[src/design/dcmc_pkg.sv]
// ----------------------------------------------------------------------------
// dcmc_pkg
// Shared types and codes for the debounced contact motor command block.
// ----------------------------------------------------------------------------
package dcmc_pkg;

    // Register map (index = paddr[2])
    localparam int unsigned ADDR_W      = 3;
    localparam int unsigned DATA_W      = 32;
    localparam logic        REG_DEBOUNCE = 1'b0;
    localparam logic        REG_MODE     = 1'b1;

    localparam logic [7:0]  DEBOUNCE_RESET = 8'd4;

    // Contact modes
    localparam logic [2:0] MODE_DIRECT = 3'd0;
    localparam logic [2:0] MODE_CYCLE  = 3'd1;
    localparam logic [2:0] MODE_TOGGLE = 3'd2;
    localparam logic [2:0] MODE_HOLD   = 3'd3;
    localparam logic [2:0] MODE_ANYSTOP = 3'd4;

    // Motor states
    localparam logic [1:0] MOT_STOP = 2'd0;
    localparam logic [1:0] MOT_UP   = 2'd1;
    localparam logic [1:0] MOT_DOWN = 2'd2;

    // Key patterns (bit0 up, bit1 down)
    localparam logic [1:0] KEY_NONE = 2'd0;
    localparam logic [1:0] KEY_UP   = 2'd1;
    localparam logic [1:0] KEY_DOWN = 2'd2;
    localparam logic [1:0] KEY_BOTH = 2'd3;

    typedef struct packed {
        logic       up_pin_level;
        logic       down_pin_level;
        logic [1:0] motor_now;
    } t_in_item;

    typedef struct packed {
        logic       status_write;
        logic [1:0] motor_next;
        logic       retarget_pulse;
    } t_out_item;

    // Architectural state carried from beat to beat
    typedef struct packed {
        logic [7:0] settle_count;
        logic [1:0] stable_keys;
        logic [1:0] cycle_step;
        logic [2:0] contact_mode;
    } t_core_state;

    // Four-step cycle: up, stop, down, stop
    function automatic logic [1:0] cycle_motor(input logic [1:0] step);
        logic [1:0] m;
        case (step)
            2'd0:    m = MOT_UP;
            2'd2:    m = MOT_DOWN;
            default: m = MOT_STOP;
        endcase
        return m;
    endfunction

endpackage

[src/design/dcmc_decide.sv]
// ----------------------------------------------------------------------------
// dcmc_decide
// One-beat debounce and command decision: next state and result item.
// ----------------------------------------------------------------------------
module dcmc_decide (
    input  dcmc_pkg::t_in_item    i_item,
    input  dcmc_pkg::t_core_state i_state,
    input  logic [7:0]            i_debounce_ticks,
    output dcmc_pkg::t_core_state o_state,
    output dcmc_pkg::t_out_item   o_result
);

    logic [1:0] keys;
    logic [7:0] dec_count;
    logic       settled;
    logic [1:0] cmd;

    assign keys      = {~i_item.down_pin_level, ~i_item.up_pin_level};
    assign dec_count = i_state.settle_count - 8'd1;
    assign settled   = (keys != i_state.stable_keys) && (dec_count == 8'd0);

    always_comb begin
        case (keys)
            dcmc_pkg::KEY_UP:   cmd = dcmc_pkg::MOT_UP;
            dcmc_pkg::KEY_DOWN: cmd = dcmc_pkg::MOT_DOWN;
            default:            cmd = dcmc_pkg::MOT_STOP;
        endcase
    end

    always_comb begin
        o_state                 = i_state;
        o_result.status_write   = 1'b0;
        o_result.motor_next     = i_item.motor_now;
        o_result.retarget_pulse = 1'b0;

        if (keys == i_state.stable_keys) begin
            o_state.settle_count = i_debounce_ticks;
        end else if (!settled) begin
            o_state.settle_count = dec_count;
        end else begin
            o_state.settle_count = i_debounce_ticks;
            o_state.stable_keys  = keys;
            if (keys == dcmc_pkg::KEY_NONE) begin
                // release of a single key stops a hold-to-run motor
                if (i_state.contact_mode == dcmc_pkg::MODE_HOLD &&
                    (i_state.stable_keys inside {dcmc_pkg::KEY_UP, dcmc_pkg::KEY_DOWN}))
                begin
                    o_result.status_write = 1'b1;
                    o_result.motor_next   = dcmc_pkg::MOT_STOP;
                end
            end else begin
                o_result.retarget_pulse = 1'b1;
                case (i_state.contact_mode)
                    dcmc_pkg::MODE_DIRECT, dcmc_pkg::MODE_HOLD: begin
                        o_result.status_write = 1'b1;
                        o_result.motor_next   = cmd;
                    end
                    dcmc_pkg::MODE_CYCLE: begin
                        o_result.status_write = 1'b1;
                        o_result.motor_next   = dcmc_pkg::cycle_motor(i_state.cycle_step);
                        o_state.cycle_step    = i_state.cycle_step + 2'd1;
                    end
                    dcmc_pkg::MODE_TOGGLE: begin
                        o_result.status_write = 1'b1;
                        o_result.motor_next   = (i_item.motor_now == cmd) ?
                                                dcmc_pkg::MOT_STOP : cmd;
                    end
                    dcmc_pkg::MODE_ANYSTOP: begin
                        o_result.status_write = 1'b1;
                        o_result.motor_next   = (i_item.motor_now != dcmc_pkg::MOT_STOP) ?
                                                dcmc_pkg::MOT_STOP : cmd;
                    end
                    default: begin
                        // unknown mode: drop the command, fall back to direct
                        o_state.contact_mode = dcmc_pkg::MODE_DIRECT;
                    end
                endcase
            end
        end
    end

endmodule

[src/design/debounced_contact_motor_command_top.sv]
// ----------------------------------------------------------------------------
// debounced_contact_motor_command_top
// Debounces two active-low motor contacts and turns key changes into motor
// commands under one of five contact modes.
// ----------------------------------------------------------------------------
// Usage:
//   Input channel (i_in_valid / o_in_ready / i_in_data): one beat per sampling
//   tick, carrying the raw up and down pin levels and the present motor state.
//   Output channel (o_out_valid / i_out_ready / o_out_data): exactly one beat
//   per input beat, in order: status_write, motor_next (motor_now passed
//   through when nothing is issued) and retarget_pulse.
//   Latency: a result is presented the cycle after its input beat is taken.
//   Throughput: one beat per cycle unless stalled; the per-tick decision is a
//   short counter-and-mode path between input port and result register.
//   Stall: the result register holds while the receiver stalls; the input side
//   keeps accepting whenever that register is empty or is being drained in the
//   same cycle, so a stalled receiver back-pressures after one beat.
//   Config: APB port, debounce_ticks at 0x0 and contact_mode at 0x4; write
//   only while no beat is in flight. pready is tied high.
//   Reset (synchronous, active low): debounce_ticks = 4, contact_mode =
//   direct, settle counter = 4, stable keys = none, cycle step = 0, and the
//   result register is emptied. No clearing pass is needed.
// ----------------------------------------------------------------------------
module debounced_contact_motor_command_top (
    input  logic                          i_clk,
    input  logic                          i_rst_n,
    // input channel
    input  logic                          i_in_valid,
    output logic                          o_in_ready,
    input  dcmc_pkg::t_in_item            i_in_data,
    // output channel
    output logic                          o_out_valid,
    input  logic                          i_out_ready,
    output dcmc_pkg::t_out_item           o_out_data,
    // configuration port
    input  logic                          psel,
    input  logic                          penable,
    input  logic                          pwrite,
    input  logic [dcmc_pkg::ADDR_W-1:0]   paddr,
    input  logic [dcmc_pkg::DATA_W-1:0]   pwdata,
    output logic [dcmc_pkg::DATA_W-1:0]   prdata,
    output logic                          pready
);

    dcmc_pkg::t_core_state r_state;
    dcmc_pkg::t_core_state n_state;
    logic [7:0]            r_debounce_ticks;
    logic                  r_out_valid;
    dcmc_pkg::t_out_item   r_out_data;
    dcmc_pkg::t_out_item   n_out_data;

    logic in_beat;
    logic out_beat;
    logic cfg_write;

    assign pready    = 1'b1;
    assign cfg_write = psel && penable && pwrite;

    // Take a new beat when the result register is free or draining now
    assign o_in_ready = !r_out_valid || i_out_ready;
    assign in_beat    = i_in_valid && o_in_ready;
    assign out_beat   = r_out_valid && i_out_ready;

    dcmc_decide u_decide (
        .i_item           (i_in_data),
        .i_state          (r_state),
        .i_debounce_ticks (r_debounce_ticks),
        .o_state          (n_state),
        .o_result         (n_out_data)
    );

    // Hold state and config; advance on each accepted beat
    always_ff @(posedge i_clk) begin
        if (!i_rst_n) begin
            r_debounce_ticks     <= dcmc_pkg::DEBOUNCE_RESET;
            r_state.settle_count <= dcmc_pkg::DEBOUNCE_RESET;
            r_state.stable_keys  <= dcmc_pkg::KEY_NONE;
            r_state.cycle_step   <= 2'd0;
            r_state.contact_mode <= dcmc_pkg::MODE_DIRECT;
        end else begin
            if (in_beat) begin
                r_state <= n_state;
            end
            // config writes must land only while idle (user's duty, not enforced); a write wins over a beat
            if (cfg_write) begin
                if (paddr[2] == dcmc_pkg::REG_DEBOUNCE) begin
                    r_debounce_ticks <= pwdata[7:0];
                end else begin
                    r_state.contact_mode <= pwdata[2:0];
                end
            end
        end
    end

    // Result register: load on an input beat, drop on an output beat
    always_ff @(posedge i_clk) begin
        if (!i_rst_n) begin
            r_out_valid <= 1'b0;
        end else if (in_beat) begin
            r_out_valid <= 1'b1;
        end else if (out_beat) begin
            r_out_valid <= 1'b0;
        end
    end

    always_ff @(posedge i_clk) begin
        if (in_beat) begin
            r_out_data <= n_out_data;
        end
    end

    assign o_out_valid = r_out_valid;
    assign o_out_data  = r_out_data;

    // Register readback
    always_comb begin
        if (paddr[2] == dcmc_pkg::REG_DEBOUNCE) begin
            prdata = {{(dcmc_pkg::DATA_W-8){1'b0}}, r_debounce_ticks};
        end else begin
            prdata = {{(dcmc_pkg::DATA_W-3){1'b0}}, r_state.contact_mode};
        end
    end

`ifndef SYNTHESIS
    // An issued motor state is always a legal code
    a_issued_legal: assert property (@(posedge i_clk) disable iff (!i_rst_n)
        (o_out_valid && o_out_data.status_write) |-> (o_out_data.motor_next != 2'd3))
        else $error("issued motor state is not a legal code");

    // Every accepted beat yields a pending result next cycle
    a_result_follows: assert property (@(posedge i_clk) disable iff (!i_rst_n)
        in_beat |=> o_out_valid)
        else $error("accepted beat produced no result");

    // Stable key pattern moves only on an accepted beat
    a_keys_hold: assert property (@(posedge i_clk) disable iff (!i_rst_n)
        !in_beat |=> $stable(r_state.stable_keys))
        else $error("stable keys changed without an input beat");

    // Cycle step moves only on an accepted beat
    a_step_hold: assert property (@(posedge i_clk) disable iff (!i_rst_n)
        !in_beat |=> $stable(r_state.cycle_step))
        else $error("cycle step changed without an input beat");

    // A stalled result is not overwritten
    a_no_overrun: assert property (@(posedge i_clk) disable iff (!i_rst_n)
        (r_out_valid && !i_out_ready) |-> !in_beat)
        else $error("result register overwritten while stalled");
`endif

endmodule
[config.mk]
export PLATFORM = sky130hd
export DESIGN_NAME = debounced_contact_motor_command_top
export DESIGN_NICKNAME = d
export VERILOG_FILES = /design/src/design/dcmc_pkg.sv /design/src/design/dcmc_decide.sv /design/src/design/debounced_contact_motor_command_top.sv
export SDC_FILE = /design/constraint.sdc
export NUM_CORES = 1
export LEC_CHECK = 0
export CAP_MARGIN = 10
export CORE_ASPECT_RATIO = 0.6
export CORE_UTILIZATION = 56
export CTS_BUF_LIST = sky130_fd_sc_hd__clkbuf_2 sky130_fd_sc_hd__clkbuf_4 sky130_fd_sc_hd__clkbuf_8
export CTS_CLUSTER_SIZE = 10
export DETAILED_ROUTE_END_ITERATION = 10
export DONT_BUFFER_PORTS = 1
export GPL_TIMING_DRIVEN = 0
export PLACE_DENSITY = 0.77
export SKIP_LAST_GASP = 1
export SYNTH_ARGS = -nofsm -noshare
export SYNTH_HDL_FRONTEND = slang
export SYNTH_SLANG_ARGS = --single-unit
[constraint.sdc]
create_clock -name i_clk -period 2.51 [get_ports i_clk]
set_input_delay 0.502 -clock i_clk [delete_from_list [all_inputs] [get_ports i_clk]]
set_output_delay 0.502 -clock i_clk [all_outputs]
set_load 0.02 [all_outputs]
Word level (Yosys, flattened, before mapping)
Cells that the tools add are included.

Add/subtract/negate cells: 2. Equality and inequality tests: 12. Muxes and demuxes: 22. Bitwise logic cells: 6. Reductions and logical operators: 21.

Operator list (count): 3-bit 2-to-1 mux (11); 8-bit 2-to-1 mux (3); 3-bit case mux with 4 select lines (1); 8-bit zero test (1); 2-bit case mux with 2 select lines (2); 8-bit by 1-bit subtractor with 8-bit output, second input constant (1); 2-bit == test, second input constant (3); 3-bit by 2-bit == test with 1-bit output, second input constant (2); 1-bit logical AND (6); 1-bit NOT (6); 2-bit nonzero test (3); 5-bit AND reduction (1); 5-bit OR reduction (1); 2-bit by 1-bit == test with 1-bit output, second input constant (2); 2-bit == test (2); 2-bit zero test (2); 2-bit 2-to-1 mux (2); 2-bit OR reduction (2); 3-bit by 1-bit == test with 1-bit output, second input constant (1); 3-bit == test, second input constant (1); 3-bit zero test (1); 1-bit 2-to-1 mux (3); 3-bit AND reduction (1); 2-bit by 1-bit adder with 2-bit output, second input constant (1); other kinds (4) (4).

Flip-flop bits (word level): 28. Input bits: 46. Output and inout port bits: 39. Logic and storage cells: 72.

Longest topological paths before layout
Gate-level depths: netlist (run 1).

Word-level depth: 9. Depth in mapped cells: 7. Mapped depth without buffers: 7.

By module
Synthesis (run 1) repeated with hierarchy kept, for this count alone.

Cell total of the unflattened synthesis: 255. Area, all modules: 2108.3 µm².

By module, submodules not included: debounced_contact_motor_command_top (instances 1, cells each 152, area an instance 1350.0 µm², seq. area each 600.6 µm²); dcmc_decide (instances 1, cells each 103, area an instance 758.2 µm², seq. area each 0.0 µm²).

Least setup slack after synthesis (run 1)
No wires, ideal clock.

Path type: register -> register. Start: register r_state[7] (netlist bit). End: register r_state[8] (netlist bit). Library setup time: 122 ps. Data arrival time: 2055 ps. Required time: 2388 ps. Path slack: 333 ps. Cell stages (with the launch flop): 8. Buffers on the path: 0. Period minus slack after synthesis: 2177 ps. Cell sequence: dfxtp_1 -> inv_1 -> ha_1 -> or3b_4 -> o31a_1 -> o31ai_4 -> nor4_1 -> a311o_1.

Cells in the longest elaborated chain, start to end: 5.

RTL lines: start, declared (RTL line debounced_contact_motor_command_top.sv:45) `dcmc_pkg::t_core_state r_state;`; start signal, assigned (RTL line debounced_contact_motor_command_top.sv:82) `r_state <= n_state;`; 8-bit by 1-bit subtractor with 8-bit output (*) (RTL line dcmc_decide.sv:19) `assign dec_count = i_state.settle_count - 8'd1;`; 8-bit zero test (RTL line dcmc_decide.sv:20) `assign settled = (keys != i_state.stable_keys) && (dec_count == 8'd0);`; 1-bit logical AND (RTL line dcmc_decide.sv:20); 8-bit 2-to-1 mux (*) (RTL line dcmc_decide.sv:38) `end else if (!settled) begin`; 8-bit 2-to-1 mux (*) (RTL line dcmc_decide.sv:36) `if (keys == i_state.stable_keys) begin`.

Mark *: on every way between the ends. The rest lies on a longest branch, timed or not. A chain may end at the register's enable or synchronous reset.

Worst setup path in the final report (run 1)
Start: register r_state[7] (netlist bit). End: register r_state[4] (netlist bit).

Cells in the longest elaborated chain, start to end: 4.

RTL lines (RTL line): 8-bit by 1-bit subtractor with 8-bit output (dcmc_decide.sv:19); 8-bit zero test (dcmc_decide.sv:20); 1-bit logical AND (dcmc_decide.sv:20); 5-bit AND reduction (no line).

Every way passes these cells.

==> results of run 1 <==
[stage by stage]
stage	TNS, ps	cells	area [um^2]
detailed placement	0	294	2010
CTS	0	298	2080
finish	0	298	2080
global placement	0	294	2010
floorplan	0	252	1950
global route	-37.9	298	2080
[cells in the mapped netlist, types with 3 or more instances]
cell        n
a211oi_1    3
a21oi_1    11
a31oi_1     3
buf_4      25
clkbuf_1   11
dfxtp_1    24
edfxtp_1    4
ha_1        4
inv_1       9
mux2_2      3
mux2i_1     3
nand2_1    35
nand3_1    10
nand4_1     5
nor2_1      8
nor2b_1     7
nor3_1      4
nor3b_1     4
o21ai_0     6
o2bb2ai_1   3
o31ai_1     3
xor2_1      3
[sequential cells by signal, indices dropped and copies added, names as in the netlist]
register          flops
o_out_data            4
r_debounce_ticks      8
o_out_valid           1
r_state              15
[worst reg2reg max path, cell delays in order, from the launching register on]
cell	delay [ps]
dfxtp_1	380
inv_1	80
ha_1	210
or3b_4	430
o31a_1	370
nor3_2	350
nor3b_4	300
mux2i_1	210
[where the power goes]
group	total [mW]	leakage, nW	internal (mW)	switching [mW]
registers	0.517	0.235	0.482	0.0349
clock network	0.361	0.0357	0.214	0.147
logic	0.282	0.575	0.110	0.172
[worst min-delay path by stage]
| stage | cells after the start | start | endpoint |
|---|---|---|---|
| after global placement | 2 | r_state[3] | r_state[3] |
| after detailed placement | 2 | r_state[3] | r_state[3] |
| after global routing | 2 | pwdata[0] | r_debounce_ticks[0] |
| after CTS | 2 | pwdata[7] | r_debounce_ticks[7] |
| after floorplan | 2 | r_state[3] | r_state[3] |
| final | 2 | pwdata[2] | r_debounce_ticks[2] |
[area by class of cell]
class,instances,area share
Buffer,37,0.112
Clock buffer,3,0.0198
Clock inverter,1,0.0144
Inverter,9,0.0162
Multi-Input combinational cell,178,0.524
Sequential cell,28,0.288
Tap cell,42,0.0252
[timing repair]
item	CTS	global route
setup endpoints to repair	0	6
endpoints found under the hold margin	0	0
hold buffers	0	0
setup buffers	0	0
resized for setup	0	1
[cells by family after synthesis]
| kind of cell | synth area share |
|---|---|
| buffers and inverters | 0.143 |
| other | 0.00402 |
| AOI/OAI and AO/OA | 0.163 |
| DFF | 0.322 |
| adders and majority gates | 0.0268 |
| muxes | 0.0342 |
| and+or+nand+nor | 0.284 |
| xor gates and xnor gates | 0.0234 |
[cell usage in the layout (no fill, tap or decap), drive strengths merged, types with 4 or more instances in the layout]
master / count
nor3b: 5
dfxtp: 24
o31ai: 4
nor3: 5
nand3: 10
a21oi: 11
conb: 25
o21ai: 7
edfxtp: 4
nor2: 8
nand4: 5
nand2: 35
inv: 9
clkbuf: 14
nor4: 5
nor2b: 7
ha: 4
buf: 26
[per-layer routing]
metal | part of all wire | vias up | GRT usage
met5 | 0 | - | 0
met4 | 0.0059 | 0 | 0.0538
met3 | 0.10 | 4 | 0.0718
met2 | 0.39 | 70 | 0.333
met1 | 0.50 | 723 | 0.337
li1 | - | 813 | -
==> flow_summary.json, run 1 <==
{
  "dominantRegCellSynth": "dfxtp_1",
  "critical_path.max_stage_delay_ps": 430,
  "syn2layout_area_growth_pct": 11.6,
  "cts-root-buf": "clkbuf_8",
  "power.density_nw_per_um2": 557,
  "reg2reg_from": "r_state[7]",
  "drc": 0,
  "total_power_mw": 1.16,
  "crit_cells": 7,
  "port_buffers": 0,
  "grt_pass1_vias": 1280,
  "max_freq_ghz": 0.416,
  "fin_crit_ps": 2400,
  "hold_class": "input pin to register",
  "netlist_area_um2": 1870,
  "async_reset_ff_frac": 0,
  "worst-path-buf-inv": 1,
  "grt_max_degree": 17,
  "ys_seq_elements": 28,
  "report.final.slew_viol_count": 0,
  "yosys-top-cells-area": "dfxtp_1, buf_4, nand2_1",
  "drt_iter0_markers": 141,
  "startpoint": "r_state[7]",
  "ios": 85,
  "final_nets": 307,
  "synthesis.instances": 229,
  "slowest_stage": "or3b_4",
  "status": "complete, no violations",
  "detail_route.wl_per_cell_um": 13.7,
  "htreeDepth": 1,
  "core_um2": 3020,
  "place_ws_ps": 108,
  "antenna_cells": 0,
  "worstSetupEndpointType": "register",
  "whs_ps": 343,
  "cts_tree": "done",
  "first_pass_iters": 4,
  "grt_setup_unrepaired": "true",
  "initial_core_util": 0.618,
  "num-fill-cells": 271,
  "layout-drive-gt1-share": 0.164,
  "ys_warn_count": 0,
  "r2r_cells": 7,
  "antenna_found_initial": 0,
  "synth_top_area_share": 0.257,
  "cpLargestDelayFamily": "simple AND/OR/NAND/NOR gates",
  "path_max_fanout": 7,
  "peakVddDrop_mv": 0.335,
  "worstSetupStartpointType": "register",
  "dpl.hpwl_um": 3030,
  "cts_inserted_buffers": 3,
  "seqCellArea_um2": 601,
  "cap_viol_max_count": 0,
  "crit_end": "r_state[4]",
  "clock-sinks": 28,
  "relSlewSlack": 0.570,
  "multi_input_area_um2": 1090,
  "synth-edff-count": 4,
  "vias_per_cell": 5.40,
  "rows": 15,
  "clockBufferDepth": 2,
  "yosys.area.top_type": "dfxtp_1",
  "routed_wl_um": 4080,
  "die_h_um": 46.7,
  "num_vias": 1610,
  "critPathKind": "register to register",
  "finalCritPeriodShare": 0.958,
  "clk_pin_slew_ps": 100,
  "setup_viol": 0,
  "power_leakage_nw": 0.845,
  "worst_pin_slew_ps": 645,
  "grt_overflow": 0,
  "hold_viol": 0,
  "clk_latency_ps": 280,
  "fp.dieW_um": 76.6,
  "ys_seq_area_frac": 0.322,
  "timing.rr.end": "r_state[4]",
  "syn_area_per_cell_um2": 8.16,
  "ant_nets": 0,
  "grt_util_all_layers": 0.231,
  "gp_congestion": 0.822,
  "crit_required_ps": 2730,
  "grt_pass1_wl_um": 6250,
  "post-route-util": 0.690,
  "rrSetupSlack_ps": 110,
  "fin_ws_ps": 107,
  "synth.distinct_cells": 52,
  "fin_skew_ps": 2.45,
  "die_area_um2": 3580,
  "critical_path.cell_chain": "inv_1 > ha_1 > or3b_4 > o31a_1 > nor3_2 > nor3b_4 > mux2i_1",
  "cp.arrival_ps": 2620
}
Note: power is estimated with default switching activity, not from simulation.
==> inputs of run 2 (changes only) <==
- CORE_UTILIZATION: 56 -> 60
- PLACE_DENSITY: 0.77 -> 0.82
==> run 2 against run 1 <==
Non-clock buffer count rose by 2. Die area fell by 6.4%. Via count rose by 2.2%. Clock skew fell by 1.1 ps. Sequential power barely moved. Global-route usage rose by 2.7 points. Clock-buffer cell count did not move. Largest power group unchanged. Highest routed layer unchanged.
==> flow_summary.json, run 2 (same netlist as run 1, synthesis figures left out) <==
{
  "syn2layout_area_growth_pct": 12.7,
  "status": "complete, no violations",
  "crit_required_ps": 2720,
  "critPathKind": "register to register",
  "regMostFlops": "r_state",
  "grt_pass1_vias": 1324,
  "largest_reg_flops": 15,
  "peakVddDrop_mv": 0.397,
  "rrSetupSlack_ps": 80,
  "grtUsageMet1": 0.378,
  "worst_pin_slew_ps": 665,
  "core_um2": 2910,
  "grt_setup_unrepaired": "false",
  "htreeDepth": 1,
  "ant_nets": 0,
  "initial_core_util": 0.642,
  "max_freq_ghz": 0.412,
  "dpl.cell_count": 294,
  "report.final.slew_viol_count": 0,
  "fin_ws_ps": 84.7,
  "gp_congestion": 0.825,
  "use_met3": 0.0893,
  "critical_path.cell_chain": "inv_1 > ha_1 > or3b_4 > nor4_4 > o31ai_4 > buf_4 > or3_1 > a31oi_1",
  "power_leakage_nw": 0.852,
  "clk_latency_ps": 280,
  "final_nets": 309,
  "clock-sinks": 28,
  "grt_overflow": 0,
  "cts_tree": "done",
  "antenna_cells": 0,
  "cap_viol_max_count": 0,
  "critical_path.max_stage_delay_ps": 430,
  "rows": 15,
  "final.setup.tns_ps": 0,
  "cts-root-buf": "clkbuf_8",
  "power.density_nw_per_um2": 558,
  "grt.busiest_layer": "met1",
  "worstSetupEndpointType": "register",
  "ios": 85,
  "fp.dieW_um": 74.0,
  "relSlewSlack": 0.557,
  "routed_wl_um": 4280,
  "fin_skew_ps": 1.38,
  "grt_pass1_wl_um": 6240,
  "post-route-util": 0.724,
  "min_path_cells": 2,
  "path_max_fanout": 7,
  "use_met2": 0.356,
  "final_cell_mix": "nand2_1, buf_4, conb_1, dfxtp_1",
  "drc": 0,
  "port_buffers": 0,
  "slowest_stage": "or3b_4",
  "grt_max_degree": 17,
  "worstHoldStart": "i_in_valid",
  "drt_iter0_markers": 117,
  "finalCritPeriodShare": 0.966,
  "timing.rr.end": "r_state[7]",
  "fin_crit_ps": 2430,
  "seqCellArea_um2": 601,
  "hold_end": "o_out_valid",
  "clockBufferDepth": 2,
  "placed_area_um2": 2010,
  "worstSetupStartpointType": "register",
  "num_vias": 1646,
  "num-fill-cells": 242,
  "clk_pin_slew_ps": 100,
  "cp.arrival_ps": 2630,
  "final_cells": 300,
  "first_pass_iters": 4,
  "design_area_um2": 2110,
  "die_h_um": 45.2,
  "setup_viol": 0,
  "layout-drive-gt1-share": 0.171,
  "vias_per_cell": 5.49,
  "hold_viol": 0,
  "hold_class": "input pin to register",
  "place_ws_ps": 41.5,
  "detail_route.wl_per_cell_um": 14.3,
  "final_common_cell": "nand2_1",
  "die_area_um2": 3350,
  "dpl.hpwl_um": 3090,
  "r2r_cells": 8,
  "hold_buffers": 0,
  "reg2reg_from": "r_state[7]",
  "grt_util_all_layers": 0.257,
  "antenna_found_initial": 0,
  "cts_inserted_buffers": 3,
  "multi_input_area_um2": 1100
}
## run 2: cell count changes in the layout (fill, tap and decap cells not counted)
cell	delta
buf_4	+2
nor3_2	-1
nor3_4	+1
## run 2: routing by layer
layer  vias to the layer above  share of wire  wire [um]
li1                        820              -          -
met4                         0         0.0033         14
met2                        88           0.43       1840
met3                         2          0.093        399
met5                         -              0          0
met1                       736           0.47       2020
## run 2: report_power, final
part / switching (mW) / total, mW / internal (mW)
sequential: 0.0340 / 0.516 / 0.482
clock: 0.146 / 0.360 / 0.214
combinational: 0.181 / 0.299 / 0.118
## run 2: worst max path at each step
stage | cells past startpoint | startpoint | slack (ps) | endpoint
final | 8 | r_state[7] | 80 | r_state[7]
after global routing | 8 | r_state[8] | 0.8 | r_state[7]
after CTS | 7 | r_state[7] | 10 | r_state[12]
after detailed placement | 7 | r_state[7] | 40 | r_state[12]
after global placement | 7 | r_state[7] | 70 | r_state[12]
after floorplan | 7 | r_state[7] | 330 | r_state[8]
## run 2: cell type report
| type | count | area share |
|---|---|---|
| multi-input combinational | 178 | 0.522 |
| sequential | 28 | 0.285 |
| buffer | 37 | 0.111 |
| tap | 42 | 0.0250 |
| clock buffer | 3 | 0.0196 |
| inverter | 9 | 0.0160 |
| clock inverter | 1 | 0.0143 |
| timing repair buffer | 2 | 0.00713 |
## run 2: through the flow
| stage | hold WS [ps] | power [mW] |
|---|---|---|
| 6_report | 346 | 1.17 |
| 4_1_cts | 342 | 1.16 |
| 2_1_floorplan | 435 | 0.756 |
| 3_5_place_dp | 454 | 0.800 |
| 3_3_place_gp | 448 | 0.795 |
| 5_1_grt | 344 | 1.23 |
## run 2: timing repair
item / in CTS / in global routing
buffers inserted: 0 / 2
endpoints found under the setup margin: 0 / 3
endpoints found under the hold margin: 0 / 0
resized for setup: 0 / 2
## run 2: worst max-delay path, delay by kind of cell (launching register included)
kind            cells  cell delay (ps)
flops               1              380
fa+ha+maj           1              210
compound gates      2              340
simple gates        3             1160
buf+inv             2              260
